`src/rtl/erca_pkg.sv`:
```
// erca_pkg: shared types and constants of the encoder calibration and angle block
// no dependencies
`default_nettype none

package erca_pkg;

  // field widths fixed by the item format
  localparam int MODE_W  = 3;
  localparam int TPR_W   = 18;
  localparam int ANGLE_W = 25;
  localparam int STAT_W  = 2;

  // request modes
  localparam logic [MODE_W-1:0] MODE_START  = 3'd0;
  localparam logic [MODE_W-1:0] MODE_FINISH = 3'd1;
  localparam logic [MODE_W-1:0] MODE_ZERO   = 3'd2;
  localparam logic [MODE_W-1:0] MODE_ANGLE  = 3'd3;
  localparam logic [MODE_W-1:0] MODE_BOTH   = 3'd4;
  localparam logic [MODE_W-1:0] MODE_POS    = 3'd5;
  localparam logic [MODE_W-1:0] MODE_NEG    = 3'd6;

  // result status codes
  localparam logic [STAT_W-1:0] STAT_OK      = 2'd0;
  localparam logic [STAT_W-1:0] STAT_BOUNDS  = 2'd1;
  localparam logic [STAT_W-1:0] STAT_NO_CAPT = 2'd2;

  // accepted ticks-per-revolution window
  localparam logic [TPR_W-1:0] TPR_MIN = 18'd10;
  localparam logic [TPR_W-1:0] TPR_MAX = 18'd200000;

  // update request from the sequencer to the calibration store
  typedef struct packed {
    logic              upd;
    logic [MODE_W-1:0] mode;
    logic [TPR_W-1:0]  tpr_value;
  } calib_req_t;

  // calibration state seen by the sequencer
  typedef struct packed {
    logic [TPR_W-1:0] tpr_pos;
    logic [TPR_W-1:0] tpr_neg;
    logic             calibrated;
    logic             capturing;
  } calib_state_t;

endpackage

`default_nettype wire

```
`src/rtl/erca_serdiv.sv`:
```
// erca_serdiv: bit-serial restoring divider, one dividend bit per cycle while step is high, msb first
// depends on erca_pkg
`default_nettype none

module erca_serdiv
  import erca_pkg::*;
(
  input  wire logic             clk,
  input  wire logic             clr,
  input  wire logic             step,
  input  wire logic             din,
  input  wire logic [TPR_W-1:0] divisor,
  output logic      [TPR_W-1:0] rem,
  output logic                  qbit
);

  logic [TPR_W-1:0] rem_r;
  logic [TPR_W-1:0] rem_nxt;
  logic [TPR_W:0]   trial;
  logic [TPR_W:0]   diff;

  // shift in one bit and try the subtraction
  always_comb begin
    trial = {rem_r, din};
    diff  = trial - {1'b0, divisor};
    qbit  = (trial >= {1'b0, divisor});
    if (clr) begin
      rem_nxt = '0;
    end else if (step) begin
      rem_nxt = qbit ? diff[TPR_W-1:0] : trial[TPR_W-1:0];
    end else begin
      rem_nxt = rem_r;
    end
  end

  always_ff @(posedge clk) begin
    rem_r <= rem_nxt;
  end

  assign rem = rem_r;

endmodule

`default_nettype wire

```
`src/rtl/erca_calib.sv`:
```
// erca_calib: calibration store (ticks per revolution, capture, zero tick) and checks
// depends on erca_pkg
`default_nettype none

module erca_calib
  import erca_pkg::*;
#(
  parameter int TICK_BITS = 32
) (
  input  wire logic                 clk,
  input  wire logic                 rst_n,
  input  wire calib_req_t           req,
  input  wire logic [TICK_BITS-1:0] ticks,
  output calib_state_t              st,
  output logic      [TICK_BITS-1:0] zero_ticks,
  output logic      [STAT_W-1:0]    status
);

  localparam int EW = (TICK_BITS > TPR_W) ? TICK_BITS : TPR_W;

  logic [TPR_W-1:0]     tpr_pos_r, tpr_pos_nxt;
  logic [TPR_W-1:0]     tpr_neg_r, tpr_neg_nxt;
  logic                 cal_r, cal_nxt;
  logic                 capt_r, capt_nxt;
  logic [TICK_BITS-1:0] start_r, start_nxt;
  logic [TICK_BITS-1:0] zero_r, zero_nxt;
  logic [TICK_BITS-1:0] span;
  logic [EW-1:0]        span_x;
  logic                 span_ok;
  logic                 val_ok;

  // captured span and manual value checks
  always_comb begin
    span    = ticks - start_r;
    span_x  = EW'(span);
    span_ok = !span[TICK_BITS-1] && (span_x >= EW'(TPR_MIN)) && (span_x <= EW'(TPR_MAX));
    val_ok  = (req.tpr_value >= TPR_MIN) && (req.tpr_value <= TPR_MAX);
  end

  // state update per request
  always_comb begin
    tpr_pos_nxt = tpr_pos_r;
    tpr_neg_nxt = tpr_neg_r;
    cal_nxt     = cal_r;
    capt_nxt    = capt_r;
    start_nxt   = start_r;
    zero_nxt    = zero_r;
    status      = STAT_OK;
    unique case (req.mode)
      MODE_START: begin
        capt_nxt  = 1'b1;
        start_nxt = ticks;
      end
      MODE_FINISH: begin
        if (!capt_r) begin
          status = STAT_NO_CAPT;
        end else begin
          capt_nxt = 1'b0;
          if (!span_ok) begin
            status = STAT_BOUNDS;
          end else begin
            cal_nxt     = 1'b1;
            tpr_pos_nxt = span_x[TPR_W-1:0];
            tpr_neg_nxt = span_x[TPR_W-1:0];
          end
        end
      end
      MODE_ZERO: begin
        zero_nxt = ticks;
      end
      MODE_BOTH, MODE_POS, MODE_NEG: begin
        if (!val_ok) begin
          status = STAT_BOUNDS;
        end else begin
          capt_nxt    = 1'b0;
          cal_nxt     = 1'b1;
          tpr_pos_nxt = req.tpr_value;
          tpr_neg_nxt = req.tpr_value;
          if (req.mode == MODE_POS && tpr_neg_r != '0) begin
            tpr_neg_nxt = tpr_neg_r;
          end
          if (req.mode == MODE_NEG && tpr_pos_r != '0) begin
            tpr_pos_nxt = tpr_pos_r;
          end
        end
      end
      default: begin
      end
    endcase
  end

  always_ff @(posedge clk) begin
    if (!rst_n) begin
      tpr_pos_r <= '0;
      tpr_neg_r <= '0;
      cal_r     <= 1'b0;
      capt_r    <= 1'b0;
      start_r   <= '0;
      zero_r    <= '0;
    end else if (req.upd) begin
      tpr_pos_r <= tpr_pos_nxt;
      tpr_neg_r <= tpr_neg_nxt;
      cal_r     <= cal_nxt;
      capt_r    <= capt_nxt;
      start_r   <= start_nxt;
      zero_r    <= zero_nxt;
    end
  end

  assign st.tpr_pos    = tpr_pos_r;
  assign st.tpr_neg    = tpr_neg_r;
  assign st.calibrated = cal_r;
  assign st.capturing  = capt_r;
  assign zero_ticks    = zero_r;

endmodule

`default_nettype wire

```
`src/rtl/encoder_rev_calibration_angle.sv`:
```
// encoder_rev_calibration_angle: top level, request sequencer, serial angle datapath
// depends on erca_pkg, erca_calib, erca_serdiv
`default_nettype none

// Keeps a turret encoder calibration (ticks per revolution for each direction, a zero
// tick) and answers angle queries. One request is worked at a time; in_tready is high
// while the sequencer is idle, also while a finished result still waits on the output
// register. An angle query on a calibrated block runs the shared bit-serial divider
// twice: it first reduces the tick distance modulo tpr_pos, then divides
// remainder * 360 * 2^ANGLE_FRAC_BITS by tpr_pos. Results carry the calibration
// state after the request; the angle is masked to 25 bits.
module encoder_rev_calibration_angle
  import erca_pkg::*;
#(
  parameter int  TICK_BITS       = 32,
  parameter int  ANGLE_FRAC_BITS = 16,
  localparam int IN_DW           = ((TICK_BITS + TPR_W + 7) / 8) * 8,
  localparam int OUT_RAW         = STAT_W + ANGLE_W + 2 * TPR_W + 2,
  localparam int OUT_DW          = ((OUT_RAW + 7) / 8) * 8
) (
  input  wire logic                  clk,
  input  wire logic                  rst_n,
  input  wire logic                  in_tvalid,
  output logic                       in_tready,
  // [TICK_BITS-1:0] ticks, [TICK_BITS+17:TICK_BITS] tpr_value, zero fill above
  input  wire logic [IN_DW-1:0]      in_tdata,
  // [2:0] mode
  input  wire logic [MODE_W-1:0]     in_tuser,
  output logic                       out_tvalid,
  input  wire logic                  out_tready,
  // [1:0] status, [26:2] angle_q16, [44:27] tpr_pos_now, [62:45] tpr_neg_now,
  // [63] is_calibrated, [64] is_capturing, zero fill above
  output logic [OUT_DW-1:0]          out_tdata
);

  localparam int R360_W  = TPR_W + 9;
  localparam int NUM_W   = R360_W + ANGLE_FRAC_BITS;
  localparam int QW      = 9 + ANGLE_FRAC_BITS;
  localparam int AQW     = (QW > ANGLE_W) ? QW : ANGLE_W;
  localparam int CMAX    = (TICK_BITS > NUM_W) ? TICK_BITS : NUM_W;
  localparam int CNT_W   = $clog2(CMAX + 1);

  // sequencer states
  localparam logic [2:0] S_IDLE = 3'd0;
  localparam logic [2:0] S_EXEC = 3'd1;
  localparam logic [2:0] S_MOD  = 3'd2;
  localparam logic [2:0] S_FIX  = 3'd3;
  localparam logic [2:0] S_MUL  = 3'd4;
  localparam logic [2:0] S_DIV  = 3'd5;
  localparam logic [2:0] S_DONE = 3'd6;

  logic [2:0]            state_r, state_nxt;
  logic [CNT_W-1:0]      cnt_r;
  logic [MODE_W-1:0]     mode_r;
  logic [TICK_BITS-1:0]  ticks_r;
  logic [TPR_W-1:0]      tval_r;
  logic [STAT_W-1:0]     status_r;
  logic [TICK_BITS-1:0]  mag_r;
  logic                  neg_r;
  logic [TPR_W-1:0]      rfix_r;
  logic [NUM_W-1:0]      num_r;
  logic [QW-1:0]         q_r;
  logic                  out_vld_r;
  logic [OUT_DW-1:0]     out_data_r;

  calib_req_t            creq;
  calib_state_t          cst;
  logic [TICK_BITS-1:0]  zero_ticks;
  logic [STAT_W-1:0]     cstatus;
  logic [TICK_BITS-1:0]  tick_dist;
  logic [TICK_BITS-1:0]  dist_mag;
  logic                  angle_go;
  logic [TPR_W-1:0]      rem;
  logic                  qbit;
  logic                  div_din;
  logic [R360_W-1:0]     r27;
  logic [R360_W-1:0]     r360;
  logic [AQW-1:0]        q_ext;
  logic                  out_free;
  logic                  in_acc;

  // calibration store
  assign creq.upd       = (state_r == S_EXEC);
  assign creq.mode      = mode_r;
  assign creq.tpr_value = tval_r;

  erca_calib #(
    .TICK_BITS (TICK_BITS)
  ) u_calib (
    .clk        (clk),
    .rst_n      (rst_n),
    .req        (creq),
    .ticks      (ticks_r),
    .st         (cst),
    .zero_ticks (zero_ticks),
    .status     (cstatus)
  );

  // shared serial divider, fed from the modulo or the numerator shifter
  assign div_din = (state_r == S_MOD) ? mag_r[TICK_BITS-1] : num_r[NUM_W-1];

  erca_serdiv u_div (
    .clk     (clk),
    .clr     ((state_r == S_EXEC) || (state_r == S_MUL)),
    .step    ((state_r == S_MOD) || (state_r == S_DIV)),
    .din     (div_din),
    .divisor (cst.tpr_pos),
    .rem     (rem),
    .qbit    (qbit)
  );

  // tick distance from zero and its magnitude
  always_comb begin
    tick_dist = ticks_r - zero_ticks;
    dist_mag  = tick_dist[TICK_BITS-1] ? (~tick_dist + TICK_BITS'(1)) : tick_dist;
    angle_go  = (mode_r == MODE_ANGLE) && cst.calibrated && (cst.tpr_pos != '0);
  end

  // remainder times 360 as shifted adds
  always_comb begin
    r27  = R360_W'(rfix_r);
    r360 = (r27 << 8) + (r27 << 6) + (r27 << 5) + (r27 << 3);
  end

  assign out_free = !out_vld_r || out_tready;
  assign in_tready = (state_r == S_IDLE);
  assign in_acc    = in_tvalid && in_tready;

  // sequencer next state
  always_comb begin
    state_nxt = state_r;
    unique case (state_r)
      S_IDLE: if (in_acc) state_nxt = S_EXEC;
      S_EXEC: state_nxt = angle_go ? S_MOD : S_DONE;
      S_MOD:  if (cnt_r == '0) state_nxt = S_FIX;
      S_FIX:  state_nxt = S_MUL;
      S_MUL:  state_nxt = S_DIV;
      S_DIV:  if (cnt_r == '0) state_nxt = S_DONE;
      S_DONE: if (out_free) state_nxt = S_IDLE;
      default: state_nxt = S_IDLE;
    endcase
  end

  always_ff @(posedge clk) begin
    if (!rst_n) begin
      state_r <= S_IDLE;
    end else begin
      state_r <= state_nxt;
    end
  end

  // request capture and serial datapath
  always_ff @(posedge clk) begin
    if (in_acc) begin
      mode_r  <= in_tuser;
      ticks_r <= in_tdata[TICK_BITS-1:0];
      tval_r  <= in_tdata[TICK_BITS+TPR_W-1:TICK_BITS];
    end
    unique case (state_r)
      S_EXEC: begin
        status_r <= cstatus;
        q_r      <= '0;
        mag_r    <= dist_mag;
        neg_r    <= tick_dist[TICK_BITS-1];
        cnt_r    <= CNT_W'(TICK_BITS - 1);
      end
      S_MOD: begin
        mag_r <= {mag_r[TICK_BITS-2:0], 1'b0};
        cnt_r <= cnt_r - CNT_W'(1);
      end
      S_FIX: begin
        rfix_r <= (neg_r && rem != '0) ? (cst.tpr_pos - rem) : rem;
      end
      S_MUL: begin
        num_r <= {r360, {ANGLE_FRAC_BITS{1'b0}}};
        cnt_r <= CNT_W'(NUM_W - 1);
      end
      S_DIV: begin
        num_r <= {num_r[NUM_W-2:0], 1'b0};
        q_r   <= {q_r[QW-2:0], qbit};
        cnt_r <= cnt_r - CNT_W'(1);
      end
      default: begin
      end
    endcase
  end

  // output register
  assign q_ext = AQW'(q_r);

  always_ff @(posedge clk) begin
    if (!rst_n) begin
      out_vld_r <= 1'b0;
    end else if (state_r == S_DONE && out_free) begin
      out_vld_r <= 1'b1;
    end else if (out_tready) begin
      out_vld_r <= 1'b0;
    end
  end

  always_ff @(posedge clk) begin
    if (state_r == S_DONE && out_free) begin
      out_data_r <= OUT_DW'({cst.capturing, cst.calibrated, cst.tpr_neg, cst.tpr_pos,
                             q_ext[ANGLE_W-1:0], status_r});
    end
  end

  assign out_tvalid = out_vld_r;
  assign out_tdata  = out_data_r;

  // a held calibration stays within the accepted window
  a_cal_range: assert property (@(posedge clk) disable iff (!rst_n)
    cst.calibrated |-> (cst.tpr_pos >= TPR_MIN && cst.tpr_pos <= TPR_MAX &&
                        cst.tpr_neg >= TPR_MIN && cst.tpr_neg <= TPR_MAX))
    else $error("calibration outside window");

  // divider remainder stays below the divisor while it iterates
  a_rem_below: assert property (@(posedge clk) disable iff (!rst_n)
    (state_r == S_MOD || state_r == S_FIX || state_r == S_DIV) |-> (rem < cst.tpr_pos))
    else $error("divider remainder not reduced");

  // a nonzero angle only comes from a calibrated block
  a_angle_cal: assert property (@(posedge clk) disable iff (!rst_n)
    out_vld_r |-> (out_data_r[STAT_W+ANGLE_W-1:STAT_W] == '0 ||
                   out_data_r[STAT_W+ANGLE_W+2*TPR_W]))
    else $error("angle from uncalibrated block");

  // no input taken while a request is being worked
  a_one_at_time: assert property (@(posedge clk) disable iff (!rst_n)
    in_acc |=> (state_r == S_EXEC && !in_tready))
    else $error("request overlap");

  // status code is always a defined one
  a_status: assert property (@(posedge clk) disable iff (!rst_n)
    out_vld_r |-> (out_data_r[STAT_W-1:0] == STAT_OK ||
                   out_data_r[STAT_W-1:0] == STAT_BOUNDS ||
                   out_data_r[STAT_W-1:0] == STAT_NO_CAPT))
    else $error("undefined status");

endmodule

`default_nettype wire
```
`config.mk`:
```
export PLATFORM = sky130hd
export DESIGN_NAME = encoder_rev_calibration_angle
export DESIGN_NICKNAME = d
export VERILOG_FILES = /design/src/rtl/erca_pkg.sv /design/src/rtl/erca_serdiv.sv /design/src/rtl/erca_calib.sv /design/src/rtl/encoder_rev_calibration_angle.sv
export SDC_FILE = /design/constraint.sdc
export NUM_CORES = 1
export LEC_CHECK = 0
export ABC_AREA = 1
export BUFFER_PORTS_ARGS = -buffer_cell sky130_fd_sc_hd__buf_4
export CAP_MARGIN = 10
export CORE_AREA = 2 2 258 260
export DETAILED_ROUTE_END_ITERATION = 10
export DIE_AREA = 0 0 260 262
export PLACE_DENSITY = 0.46
export RECOVER_POWER = 100
export SLEW_MARGIN = 20
export SYNTH_ARGS = -nofsm -noshare
export SYNTH_HDL_FRONTEND = slang
export SYNTH_SLANG_ARGS = --single-unit
export TNS_END_PERCENT = 50
```
`constraint.sdc`:
```
create_clock -name clk -period 10 [get_ports clk]
set_input_delay 0.5 -clock clk [delete_from_list [all_inputs] [get_ports clk]]
set_output_delay 0.5 -clock clk [all_outputs]
set_load 0.02 [all_outputs]
```
==> impl_metrics.tcl <==
set metrics [dict create \
    outcome "finished, violations left" \
    violations "capacitance limit, slew limit" \
    cts_tree "yes" \
    grtUsageMet3_pct 2.25 \
    synth_compound_area_share_pct 10.7 \
    synth_fa_ha_area_share_pct 10.1 \
    setup_viol 0 \
    wl_per_cell_microns 15.7 \
    drc 0 \
    critPathMaxFanout 40 \
    tightestPinTransition_ns 4.14 \
    detail-route-antenna-nets 0 \
    drt_pass1_iterations 7 \
    ff_latch_area_sq_mm 0.00927 \
    top_usage_layer "met2" \
    finalPower_w 0.00815 \
    ioPinCount 137 \
    finalSetupTns_ns 0 \
    fillers 6885 \
    multi_input_area_sq_mm 0.0112 \
    p_int_w 0.00450 \
    syn_avg_cell_area_sq_um 7.61 \
    first_global_vias 18600 \
    grt_pass1_wl_mm 100 \
    p_sw_w 0.00365 \
    wl_mm 62.7 \
    critPathSlowestCell "o21bai_1" \
    finalMaxSlewViolations 531 \
    num_rows 94 \
    drive_gt1_share_pct 4.90 \
    hold_viol 0 \
    cp_num_buf_inv 3 \
    yosysTopAreaCellShare_pct 30.0 \
    yosys.area_share.simple_pct 25.5 \
    synth-edff-count 226 \
    yosysUniqueCellTypes 53 \
    clkPwrFrac_pct 20.5 \
    die_w_microns 260 \
    vias 19100 \
    ys_seq_area_share_pct 41.0 \
    path_cells "inv_1, fa_1, inv_1, nand3_1, nand2_1, nand2_1, nand2_1, nand2_1, nand2_1, nand2_1, nand2_1, nand2_1, nand2_1, nand3_1, nor2_1, nand3_1, o21bai_1, nand3_1, nand2_1, inv_1, nor2_1" \
    initial_core_util_pct 34.7 \
    hpwlAfterDp_mm 49.7 \
    use_met1_pct 23.8 \
    hold_class "input pin to flip-flop" \
    critPathTopFamily "simple AND/OR/NAND/NOR gates" \
    fin_crit_sh_pct 63.1 \
    cts_resized 0 \
    clockBufferDepth 3 \
    cts_setup_buffers 0 \
    clock_sinks 350 \
    root_buffer "clkbuf_16" \
    synthMuxAreaShare_pct 0.0442 \
    synthCells 2974 \
    io_buffers 123 \
    crit_path_end_kind "flip-flop" \
    htreeDepth 2 \
    vias_per_cell 4.80 \
    ys.flop_type "edfxtp_1" \
    synthesis.area_sq_mm 0.0226 \
    pwr-share-comb_pct 50.3 \
    cts_hold_buf 0 \
    async_reset_ff_share_pct 0 \
    synth_top_cell_by_area "edfxtp_1" \
    core_area_sq_mm 0.0653 \
    grt_overflow 0 \
    grt_usage_pct 18.6 \
    synth_top_family_by_area "simple AND/OR/NAND/NOR gates" \
    p_leak_nw 11.3 \
    slew-limit-headroom_pct -176 \
    cpPeakStageDelay_ns 1.95 \
    clk_latency_ns 0.60 \
    cap_viol_max_count 10 \
    rsz0062_at_grt "false" \
    period_needed_ns 6.31 \
    fmax_ghz 0.159 \
    r2r-start "ticks_r[1]" \
    critPathMostFrequentCell "nand2_1" \
    hold_start "in_tdata[32]" \
    swShare_pct 44.8 \
    ys_warn_count 0 \
    layout.nets 3312 \
    fin_worst_skew_ns 0.0399 \
    dieArea_sq_mm 0.0681 \
    arrival_ns 6.83 \
    powerDensity_mw_per_mm2 318 \
    worstSetupPathType "flip-flop to flip-flop" \
    cp-startpoint "ticks_r[1]" \
    clk_pin_slew_ns 0.06 \
    cts_buffers 44 \
    synthTopCellsByArea "edfxtp_1, nand2_1, dfxtp_1" \
    die_h_microns 262 \
    synth-seq-cells 350 \
    worstSetupStartpointType "flip-flop" \
    drt_iter0_drc 1195 \
    ir_drop_uv 123 \
    met2_usage_pct 32.6 \
    gp_congestion 0.883 \
    area_growth_pct 13.1 \
    synth_xor_area_share_pct 3.02 \
    antenna_found_initial 3 \
    pwr-share-seq_pct 29.2 \
    grt_max_degree 103 \
    required_ns 10.52 \
]
[power by group through the flow]
| stage | sequential [W] | combinational, W | clock [W] |
|---|---|---|---|
| finish | 0.00238 | 0.00410 | 0.00167 |
| global route | 0.00242 | 0.00475 | 0.00178 |
| CTS | 0.00238 | 0.00419 | 0.00172 |
| detailed placement | 0.00240 | 0.00417 | 0 |
| global placement | 0.00240 | 0.00414 | 0 |
| floorplan | 0.00230 | 0.00313 | 0 |
[flip-flops by register name, indices dropped and copies added (netlist names), 6 cells and up]
name                cells
u_calib.zero_ticks     32
rfix_r                 18
u_calib.start_r        32
u_calib.tpr_pos_r      18
num_r                  24
mag_r                  32
ticks_r                32
q_ext                  25
out_tdata              65
cnt_r                   6
u_calib.tpr_neg_r      18
tval_r                 18
u_div.rem              18
[layout by cell type, fill, tap and decap left out, types with 4 or more instances in the layout]
cell type	n
nand3_1	131
xor2_1	55
clkbuf_4	43
clkinv_2	4
inv_2	11
xnor2_1	23
ha_1	127
clkinv_1	4
a21o_1	9
dfxtp_1	124
nor3_1	31
o211ai_1	16
nand2_1	810
inv_1	474
nor4_1	16
o21bai_1	7
and2_1	6
nor2_2	5
nand3b_1	14
nand4_1	89
a21oi_1	184
nand2_2	4
a31oi_1	8
edfxtp_1	226
conb_1	7
fa_1	35
clkbuf_8	10
nor2_1	247
clkinvlp_4	5
clkbuf_16	45
o21ai_0	209
clkbuf_1	94
or2_2	5
[stage by stage]
| step | cell area [sq um] | util, % | worst slack, ns | hold slack, ns | std cells |
|---|---|---|---|---|---|
| CTS | 26000 | 39.8 | 5.85 | 0.0286 | 3987 |
| detailed placement | 24400 | 37.4 | 5.83 | 0.408 | 3905 |
| global placement | 24400 | 37.4 | 5.89 | 0.404 | 3905 |
| floorplan | 22700 | - | 2.61 | 0.400 | 2980 |
| global route | 25600 | 39.2 | 2.96 | 0.0564 | 3987 |
| finish | 25600 | 39.2 | 3.69 | 0.0903 | 3988 |
[cells in the mapped netlist, drive strengths merged (6+ instances only)]
cell / n
xnor2: 23
inv: 486
a21oi: 185
a31oi: 8
fa: 35
ha: 127
a21o: 9
nand2: 814
nand3: 134
clkbuf: 52
buf: 22
edfxtp: 226
o21bai: 7
and2: 6
xor2: 55
nand4: 89
nor4: 16
nor3: 32
nor2: 253
o211ai: 16
dfxtp: 124
nand3b: 14
o21ai: 210
or2: 6
[layer usage]
layer / up-vias / wire (microns)
met3: 100 / 2400
met4: 0 / 1720
li1: 9939 / -
met1: 8758 / 28700
met2: 347 / 29900
met5: - / 0
[path summary, 6_finish.rpt]
check / depth (start not counted) / slack (ns) / to
max: 21 / 3.69 / u_calib.tpr_pos_r[3]
min reg2reg: 0 / 0.42 / out_tdata[26]
max reg2reg: 21 / 3.69 / u_calib.tpr_pos_r[3]
min: 1 / 0.09 / tval_r[0]
[worst register-to-register path, stage by stage, from the launching register on]
cell and delay [ns]:
edfxtp_1 0.50, inv_1 0.15, fa_1 0.47, inv_1 0.14, nand3_1 0.08, nand2_1 0.17, nand2_1 0.07, nand2_1 0.12
nand2_1 0.07, nand2_1 0.12, nand2_1 0.08, nand2_1 0.06, nand2_1 0.04, nand2_1 0.06, nand3_1 0.07, nor2_1 0.19
nand3_1 0.20, o21bai_1 1.95, nand3_1 1.27, nand2_1 0.25, inv_1 0.06, nor2_1 0.11
[cell families (layout without fill, tap and decap cells)]
logic type               count (synthesis)  in the layout
AO/OA/AOI/OAI                          453            453
XOR/XNOR                                78             78
adder cells (fa/ha/maj)                162            162
buffers and inverters                  561            704
flip-flops                             350            350
multiplexers                             1              1
other                                    1              8
AND/OR/NAND/NOR                       1368           1368
[layout make-up]
| type | instances | share of cell area [%] |
|---|---|---|
| timing repair buffer | 135 | 2.65 |
| sequential | 350 | 36.2 |
| clock buffer | 60 | 5.01 |
| tap | 864 | 4.22 |
| multi-input combinational | 2069 | 43.6 |
| inverter | 487 | 7.14 |
| clock inverter | 22 | 1.13 |
| antenna | 1 | 0.00977 |
Power figures use the tool's default switching activity.
